[config.mk]
export PLATFORM = sky130hd
export DESIGN_NAME = joystick_direction_intensity
export DESIGN_NICKNAME = d
export VERILOG_FILES = /design/src/rtl/core/jdi_pkg.sv /design/src/rtl/core/jdi_sqrt_cell.sv /design/src/rtl/core/jdi_div_cell.sv /design/src/rtl/core/joystick_direction_intensity.sv
export SDC_FILE = /design/constraint.sdc
export NUM_CORES = 2
export LEC_CHECK = 0
export BUFFER_PORTS_ARGS = -buffer_cell sky130_fd_sc_hd__clkbuf_2
export CAP_MARGIN = 20
export CORE_ASPECT_RATIO = 0.6
export CORE_UTILIZATION = 55
export CTS_CLUSTER_SIZE = 12
export DETAILED_ROUTE_END_ITERATION = 10
export MAX_ROUTING_LAYER = met4
export PLACE_DENSITY = 0.71
export SLEW_MARGIN = 20
export SYNTH_ARGS = -nofsm -noshare
export SYNTH_HDL_FRONTEND = slang
export SYNTH_SLANG_ARGS = --single-unit
[constraint.sdc]
create_clock -name clk_i -period 8 [get_ports clk_i]
set_clock_uncertainty 0.15 [all_clocks]
set_input_delay 0.8 -clock clk_i [delete_from_list [all_inputs] [get_ports clk_i]]
set_output_delay 0.8 -clock clk_i [all_outputs]
set_load 0.005 [all_outputs]
[src/rtl/core/jdi_pkg.sv]
// shared types and constants for the joystick direction / intensity block
// no dependencies
package jdi_pkg;

  localparam int unsigned SampleBits = 12;
  localparam int unsigned SqrtCells  = 20;
  localparam int unsigned DivCells   = 13;
  localparam int unsigned Latency    = 38;

  localparam logic [1:0] CfgFullScale = 2'd0;
  localparam logic [1:0] CfgDeadGap   = 2'd1;
  localparam logic [1:0] CfgScale     = 2'd2;

  localparam logic [3:0] DirCenter    = 4'd0;
  localparam logic [3:0] DirLeft      = 4'd1;
  localparam logic [3:0] DirRight     = 4'd2;
  localparam logic [3:0] DirUp        = 4'd3;
  localparam logic [3:0] DirDown      = 4'd4;
  localparam logic [3:0] DirUpLeft    = 4'd5;
  localparam logic [3:0] DirUpRight   = 4'd6;
  localparam logic [3:0] DirDownLeft  = 4'd7;
  localparam logic [3:0] DirDownRight = 4'd8;

  localparam logic [12:0] IntensityMax = 13'd8191;
  localparam logic [12:0] DiagCap      = 13'd100;
  localparam logic [13:0] DiagFactorSq = 14'd9025;
  localparam logic [6:0]  Percent      = 7'd100;

  typedef struct packed {
    logic [11:0] x_sample;
    logic [11:0] y_sample;
  } req_t;

  typedef struct packed {
    logic [3:0]  direction;
    logic [12:0] intensity;
  } rsp_t;

  // sideband through the square-root cells
  typedef struct packed {
    logic        valid;
    logic [3:0]  dir;
    logic [18:0] card;
  } sq_side_t;

  typedef struct packed {
    sq_side_t    side;
    logic [39:0] rad;
    logic [21:0] rem;
    logic [19:0] root;
  } sqrt_t;

  // sideband through the divider cells
  typedef struct packed {
    logic       valid;
    logic [3:0] dir;
    logic       sat;
  } dv_side_t;

  typedef struct packed {
    dv_side_t    side;
    logic [11:0] rem;
    logic [12:0] low;
    logic [12:0] quo;
  } div_t;

endpackage

[src/rtl/core/jdi_sqrt_cell.sv]
// one digit cell of the integer square root chain
// depends on jdi_pkg
module jdi_sqrt_cell (
  input  logic          clk_i,
  input  logic          rst_ni,
  input  jdi_pkg::sqrt_t cell_i,
  output jdi_pkg::sqrt_t cell_o
);

  logic [23:0] wide;
  logic [23:0] trial;
  logic        valid_q;
  jdi_pkg::sqrt_t cell_d, cell_q;

  always_comb begin
    wide   = {cell_i.rem, cell_i.rad[39:38]};
    trial  = {2'b00, cell_i.root, 2'b01};
    cell_d = cell_i;
    cell_d.rad = {cell_i.rad[37:0], 2'b00};
    if (wide >= trial) begin
      cell_d.rem  = 22'(wide - trial);
      cell_d.root = {cell_i.root[18:0], 1'b1};
    end else begin
      cell_d.rem  = wide[21:0];
      cell_d.root = {cell_i.root[18:0], 1'b0};
    end
  end

  always_ff @(posedge clk_i or negedge rst_ni) begin
    if (!rst_ni) begin
      valid_q <= 1'b0;
    end else begin
      valid_q <= cell_d.side.valid;
    end
  end

  always_ff @(posedge clk_i) begin
    cell_q <= cell_d;
  end

  always_comb begin
    cell_o            = cell_q;
    cell_o.side.valid = valid_q;
  end

endmodule

[src/rtl/core/jdi_div_cell.sv]
// one quotient-bit cell of the restoring divider chain
// depends on jdi_pkg
module jdi_div_cell (
  input  logic          clk_i,
  input  logic          rst_ni,
  input  logic [11:0]   scale_i,
  input  jdi_pkg::div_t cell_i,
  output jdi_pkg::div_t cell_o
);

  logic [12:0] wide;
  logic        valid_q;
  jdi_pkg::div_t cell_d, cell_q;

  always_comb begin
    wide   = {cell_i.rem, cell_i.low[12]};
    cell_d = cell_i;
    cell_d.low = {cell_i.low[11:0], 1'b0};
    if (wide >= {1'b0, scale_i}) begin
      cell_d.rem = 12'(wide - {1'b0, scale_i});
      cell_d.quo = {cell_i.quo[11:0], 1'b1};
    end else begin
      cell_d.rem = wide[11:0];
      cell_d.quo = {cell_i.quo[11:0], 1'b0};
    end
  end

  always_ff @(posedge clk_i or negedge rst_ni) begin
    if (!rst_ni) begin
      valid_q <= 1'b0;
    end else begin
      valid_q <= cell_d.side.valid;
    end
  end

  always_ff @(posedge clk_i) begin
    cell_q <= cell_d;
  end

  always_comb begin
    cell_o            = cell_q;
    cell_o.side.valid = valid_q;
  end

endmodule

[src/rtl/core/joystick_direction_intensity.sv]
// joystick dead zone, eight-way direction and intensity, top level
// depends on jdi_pkg, jdi_sqrt_cell, jdi_div_cell
//
// channel  | ports                              | handshake
// request  | start_i, req_i                     | taken when start_i && !busy_o
// result   | done_o, rsp_o                      | one-cycle strobe, no stall
// config   | cfg_we_i, cfg_idx_i, cfg_data_i    | written when cfg_we_i
//
// a request may enter every cycle; busy_o stays low
// each result passes through three front stages,
// 20 square-root cells, one load stage, 13 divider cells, one output stage
// reset clears the registers to their defaults and empties the pipe
module joystick_direction_intensity (
  input  logic          clk_i,
  input  logic          rst_ni,
  input  logic          start_i,
  input  jdi_pkg::req_t req_i,
  output logic          busy_o,
  output logic          done_o,
  output jdi_pkg::rsp_t rsp_o,
  input  logic          cfg_we_i,
  input  logic [1:0]    cfg_idx_i,
  input  logic [11:0]   cfg_data_i
);

  logic [11:0] full_scale_q;
  logic [10:0] dead_gap_q;
  logic [11:0] scale_q;
  logic [11:0] scale;

  always_ff @(posedge clk_i or negedge rst_ni) begin
    if (!rst_ni) begin
      full_scale_q <= 12'd1023;
      dead_gap_q   <= 11'd50;
      scale_q      <= 12'd512;
    end else if (cfg_we_i) begin
      case (cfg_idx_i)
        jdi_pkg::CfgFullScale: full_scale_q <= cfg_data_i;
        jdi_pkg::CfgDeadGap:   dead_gap_q   <= cfg_data_i[10:0];
        jdi_pkg::CfgScale:     scale_q      <= cfg_data_i;
        default: ;
      endcase
    end
  end

  assign scale  = (scale_q == 12'd0) ? 12'd1 : scale_q;
  assign busy_o = 1'b0;

  // stage 0: deflection, dead zone, direction
  logic [11:0] center, mx, my, cmag;
  logic        xn, yn;
  logic [3:0]  dir;

  always_comb begin
    center = {1'b0, full_scale_q[11:1]};
    if (req_i.x_sample >= center) begin
      mx = req_i.x_sample - center;
      xn = 1'b0;
    end else begin
      mx = center - req_i.x_sample;
      xn = 1'b1;
    end
    if (mx <= {1'b0, dead_gap_q}) begin
      mx = '0;
      xn = 1'b0;
    end
    if (req_i.y_sample >= center) begin
      my = req_i.y_sample - center;
      yn = 1'b0;
    end else begin
      my = center - req_i.y_sample;
      yn = 1'b1;
    end
    if (my <= {1'b0, dead_gap_q}) begin
      my = '0;
      yn = 1'b0;
    end
    cmag = (mx != '0) ? mx : my;
    if (mx == '0 && my == '0) begin
      dir = jdi_pkg::DirCenter;
    end else if (my == '0) begin
      dir = xn ? jdi_pkg::DirLeft : jdi_pkg::DirRight;
    end else if (mx == '0) begin
      dir = yn ? jdi_pkg::DirDown : jdi_pkg::DirUp;
    end else if (!yn) begin
      dir = xn ? jdi_pkg::DirUpLeft : jdi_pkg::DirUpRight;
    end else begin
      dir = xn ? jdi_pkg::DirDownLeft : jdi_pkg::DirDownRight;
    end
  end

  logic        s0_valid_q;
  logic [3:0]  s0_dir_q;
  logic [11:0] s0_mx_q, s0_my_q, s0_cmag_q;

  // stage 1: squares and cardinal dividend
  logic        s1_valid_q;
  logic [3:0]  s1_dir_q;
  logic [24:0] s1_sumsq_q;
  logic [18:0] s1_card_q;

  // stage 2: radicand
  logic        s2_valid_q;
  logic [3:0]  s2_dir_q;
  logic [18:0] s2_card_q;
  logic [39:0] s2_rad_q;

  always_ff @(posedge clk_i or negedge rst_ni) begin
    if (!rst_ni) begin
      s0_valid_q <= 1'b0;
      s1_valid_q <= 1'b0;
      s2_valid_q <= 1'b0;
    end else begin
      s0_valid_q <= start_i && !busy_o;
      s1_valid_q <= s0_valid_q;
      s2_valid_q <= s1_valid_q;
    end
  end

  always_ff @(posedge clk_i) begin
    s0_dir_q   <= dir;
    s0_mx_q    <= mx;
    s0_my_q    <= my;
    s0_cmag_q  <= cmag;
    s1_dir_q   <= s0_dir_q;
    s1_sumsq_q <= 25'(24'(s0_mx_q) * 24'(s0_mx_q)) + 25'(24'(s0_my_q) * 24'(s0_my_q));
    s1_card_q  <= 19'(s0_cmag_q) * 19'(jdi_pkg::Percent);
    s2_dir_q   <= s1_dir_q;
    s2_card_q  <= s1_card_q;
    s2_rad_q   <= 40'(s1_sumsq_q) * 40'(jdi_pkg::DiagFactorSq);
  end

  // square-root chain
  jdi_pkg::sqrt_t sq_chain [jdi_pkg::SqrtCells+1];

  assign sq_chain[0] = '{side: '{valid: s2_valid_q, dir: s2_dir_q, card: s2_card_q},
                         rad: s2_rad_q, rem: '0, root: '0};

  for (genvar i = 0; i < jdi_pkg::SqrtCells; i++) begin : g_sqrt
    jdi_sqrt_cell u_cell (
      .clk_i  (clk_i),
      .rst_ni (rst_ni),
      .cell_i (sq_chain[i]),
      .cell_o (sq_chain[i+1])
    );
  end

  // load stage: pick dividend, detect quotient overflow
  jdi_pkg::sqrt_t sq_last;
  logic           diag_in;
  logic [19:0]    num;
  logic           sat;
  logic           ld_valid_q;
  jdi_pkg::div_t  ld_d, ld_q;

  always_comb begin
    sq_last = sq_chain[jdi_pkg::SqrtCells];
    diag_in = sq_last.side.dir >= jdi_pkg::DirUpLeft;
    num     = diag_in ? sq_last.root : {1'b0, sq_last.side.card};
    sat     = {5'b0, num} >= {scale, 13'b0};
    ld_d.side.valid = sq_last.side.valid;
    ld_d.side.dir   = sq_last.side.dir;
    ld_d.side.sat   = sat;
    ld_d.rem        = {5'b0, num[19:13]};
    ld_d.low        = num[12:0];
    ld_d.quo        = '0;
  end

  always_ff @(posedge clk_i or negedge rst_ni) begin
    if (!rst_ni) begin
      ld_valid_q <= 1'b0;
    end else begin
      ld_valid_q <= ld_d.side.valid;
    end
  end

  always_ff @(posedge clk_i) begin
    ld_q <= ld_d;
  end

  // divider chain
  jdi_pkg::div_t dv_chain [jdi_pkg::DivCells+1];

  assign dv_chain[0] = '{side: '{valid: ld_valid_q, dir: ld_q.side.dir, sat: ld_q.side.sat},
                         rem: ld_q.rem, low: ld_q.low, quo: ld_q.quo};

  for (genvar j = 0; j < jdi_pkg::DivCells; j++) begin : g_div
    jdi_div_cell u_cell (
      .clk_i   (clk_i),
      .rst_ni  (rst_ni),
      .scale_i (scale),
      .cell_i  (dv_chain[j]),
      .cell_o  (dv_chain[j+1])
    );
  end

  // output stage
  jdi_pkg::div_t dv_last;
  logic [12:0]   inten;
  logic          done_q;
  jdi_pkg::rsp_t rsp_q;

  always_comb begin
    dv_last = dv_chain[jdi_pkg::DivCells];
    if (dv_last.side.dir == jdi_pkg::DirCenter) begin
      inten = '0;
    end else if (dv_last.side.dir >= jdi_pkg::DirUpLeft) begin
      inten = (dv_last.side.sat || dv_last.quo > jdi_pkg::DiagCap) ? jdi_pkg::DiagCap
                                                                   : dv_last.quo;
    end else begin
      inten = dv_last.side.sat ? jdi_pkg::IntensityMax : dv_last.quo;
    end
  end

  always_ff @(posedge clk_i or negedge rst_ni) begin
    if (!rst_ni) begin
      done_q <= 1'b0;
    end else begin
      done_q <= dv_last.side.valid;
    end
  end

  always_ff @(posedge clk_i) begin
    rsp_q.direction <= dv_last.side.dir;
    rsp_q.intensity <= inten;
  end

  assign done_o = done_q;
  assign rsp_o  = rsp_q;

`ifndef SYNTHESIS
  a_latency: assert property (@(posedge clk_i) disable iff (!rst_ni)
    start_i && !busy_o |-> ##(jdi_pkg::Latency) done_o)
    else $error("result missing after request");
  a_center: assert property (@(posedge clk_i) disable iff (!rst_ni)
    done_o && rsp_o.direction == jdi_pkg::DirCenter |-> rsp_o.intensity == '0)
    else $error("center with nonzero intensity");
  a_diag_cap: assert property (@(posedge clk_i) disable iff (!rst_ni)
    done_o && rsp_o.direction >= jdi_pkg::DirUpLeft |-> rsp_o.intensity <= jdi_pkg::DiagCap)
    else $error("diagonal intensity above cap");
  a_no_extra: assert property (@(posedge clk_i) disable iff (!rst_ni)
    ld_valid_q |-> $past(sq_chain[jdi_pkg::SqrtCells].side.valid))
    else $error("divider load without square-root result");
`endif

endmodule

==> flow_metrics.py <==
metrics = {
    "outcome": {
        "status": "finished, final reports clean",
    },
    "synth": {
        "ys_ff_latch": 2034,
        "synthTopCellsByArea": "dfxtp_1, ha_1, fa_1",
        "post_synth.cell_area_avg_um2": 10.7,
        "ys_async_sr_fraction": 0.0354,
        "yosysTopAreaCell": "dfxtp_1",
        "yosys.area.top_type_share": 0.483,
        "synth_edf_count": 0,
        "syn_area_um2": 81400,
        "synth_cell_types": 87,
        "yosys_warnings": 0,
        "synthCells": 7603,
        "synth_ff_type": "dfxtp_1",
        "yosysSeqAreaShare": 0.505,
    },
    "route": {
        "wire_per_inst_um": 16.0,
        "ant_nets": 0,
        "drt_pass1_iterations": 6,
        "vias_per_cell": 5.17,
        "num_vias": 50500,
        "wl_mm": 156,
        "drtIter0Drc": 3213,
        "drc": 0,
    },
    "cells_and_area": {
        "layout.nets": 8863,
        "layout_commonest_cell": "dfxtp_1",
        "final_cells": 9765,
        "mostFrequentLayoutCells": "dfxtp_1, inv_1, ha_1, nand2_1, nor2_1",
        "final_util": 0.615,
        "synthToLayoutAreaGrowth_pct": 10.0,
        "drive_gt1_frac": 0.0630,
    },
    "clocking": {
        "cts_max_level": 4,
        "ctsResizeCount": 0,
        "cts_tree": "done",
        "clockRootBuffer": "clkbuf_16",
        "path_clk_slew_ns": 0.06,
        "cts_max_path_buffers": 3,
        "cts.sinks": 2034,
        "insertion_delay_ns": 0.82,
        "numCtsBuffers": 192,
    },
    "worst_setup_path": {
        "crit_type": "reg -> reg",
        "slowest_stage": "dfxtp_1",
        "crit_start": "s0_my_q[4]",
        "path_cells": "inv_1 -> nor2_1 -> fa_1 -> fa_1 -> fa_1 -> fa_1 -> fa_1 -> fa_1 -> inv_1 -> fa_1 -> inv_1 -> ha_1 -> and3_1 -> a21oi_1 -> o21ai_0 -> o41ai_1 -> o311ai_0 -> nor2_1 -> o21ai_0 -> xor2_1",
        "arrival_ns": 7.92,
        "crit_fanout": 11,
        "crit_path_end_kind": "flip-flop",
        "critPathMaxStageDelay_ns": 0.65,
        "startpoint_type": "flip-flop",
        "required_ns": 8.51,
        "crit_top_cell": "fa_1",
        "worstReg2RegStart": "s0_my_q[4]",
    },
    "sta": {
        "setup_viol": 0,
        "fin_crit_ns": 7.41,
        "rsz0062_at_grt": "false",
        "fmax_mhz": 135,
        "setup_ws_ns": 0.589,
        "report.final.hold_viol_count": 0,
        "relSlewSlack": 0.328,
        "timing.final.max_slew_violations": 0,
        "finalCritPeriodShare": 0.926,
        "fin_tns_setup_ns": 0,
        "worstMarginPinSlew_ns": 1.01,
    },
    "placed_design": {
        "gp_congestion": 0.900,
        "dp_slack_ns": 0.666,
        "dp.cells": 9504,
        "portBuffers": 59,
        "hpwl_mm": 118,
    },
    "die": {
        "fp.coreArea_um2": 146000,
        "fp.dieW_um": 499,
        "die_y_um": 300,
        "fp.dieArea_um2": 150000,
        "rows": 108,
        "initial_core_util": 0.559,
        "io_pins": 61,
    },
    "global_route": {
        "grt_max_degree": 62,
        "grt_usage": 0.218,
        "grt_pass1_wl_mm": 257,
        "grt_pass1_vias": 50200,
        "grt_overflow": 0,
        "antenna_found_initial": 4,
    },
    "min_path": {
        "hp-class": "in -> reg",
        "holdCritStartpoint": "cfg_data_i[0]",
    },
    "flow_run": {
        "max-cap-violations": 0,
    },
}
cell usage after synthesis, drive strengths merged (80+ instances only):
library cell	n
nor3	152
xor2	181
o21ai	329
o21a	97
nand2	430
a21o	99
fa	284
xnor2	271
inv	1005
and2	80
clkbuf	96
ha	761
dfxtp	1962
mux2	97
nand2b	87
nor2	426
a21oi	306
nor2b	89
layer usage:
| metal | vias up | track usage | wire length [µm] |
|---|---|---|---|
| met5 | - | - | 0 |
| met4 | 0 | 0.0456 | 1980 |
| met3 | 173 | 0.0330 | 8160 |
| met2 | 1089 | 0.307 | 63300 |
| met1 | 23800 | 0.327 | 82600 |
| li1 | 25400 | - | - |
worst max-delay path: cells and delay by family (launching register included):
kind            cells  cell delay (ns)
fa+ha+maj           8             4.09
buf+inv             3             0.38
compound gates      5             1.16
xor+xnor            1             0.16
flops               1             0.65
simple gates        3             0.69
flip-flops by register name, indices dropped and copies added, names as in the netlist, 13 cells and up:
| signal | count |
|---|---|
| g_sqrt.u_cell.valid_q | 20 |
| g_div.u_cell.cell_o | 378 |
| g_div.u_cell.valid_q | 13 |
| g_sqrt.u_cell.cell_o | 1396 |
| dv_chain | 25 |
| s2_rad_q | 39 |
| rsp_o | 17 |
| s1_card_q | 17 |
| s1_sumsq_q | 25 |
| s2_card_q | 17 |
cell families after synthesis:
| kind of cell | count (synthesis) | share of synthesized area |
|---|---|---|
| other | 1 | 0.0000461 |
| multiplexers | 140 | 0.0187 |
| flip-flops | 2034 | 0.505 |
| XOR/XNOR | 452 | 0.0487 |
| AO/OA/AOI/OAI | 1173 | 0.0904 |
| adder cells (fa/ha/maj) | 1045 | 0.187 |
| buffers and inverters | 1121 | 0.0521 |
| AND/OR/NAND/NOR | 1637 | 0.0982 |
through the flow:
step / cell area, µm² / hold WS (ns)
4_1_cts: 89500 / 0.0870
5_1_grt: 89500 / 0.102
2_1_floorplan: 81400 / 0.160
3_5_place_dp: 83900 / 0.162
3_3_place_gp: 83900 / 0.160
6_report: 89500 / 0.136
worst paths after layout:
| check | endpoint | slack (ns) | depth (start not counted) |
|---|---|---|---|
| setup / recovery | s1_sumsq_q[23] | 0.59 | 20 |
| hold / removal | dead_gap_q[0] | 0.14 | 2 |
| setup reg to reg | s1_sumsq_q[23] | 0.59 | 20 |
| hold reg to reg | g_sqrt[1].u_cell.cell_o[73] | 0.15 | 0 |
| max in group asynchronous | g_div[12].u_cell.valid_q | 6.32 | 3 |
| min in group asynchronous | full_scale_q[10] | 0.26 | 2 |
layout make-up:
cell class | instances | area (µm²)
clock buffer | 236 | 5100
fill | 11600 | 56100
multi-input combinational | 4449 | 36100
tap | 1925 | 2410
inverter | 1006 | 3780
timing repair buffer | 93 | 562
antenna | 1 | 2.50
clock inverter | 21 | 459
sequential | 2034 | 41100
timing repair:
action                     CTS  global route
setup endpoints to repair    0             0
hold buffers                 2             0
setup buffers                0             0
hold endpoints to repair    12             0
Power is not shown: default switching activity piles up to over one toggle a cycle in this logic, so the estimate is an artifact.
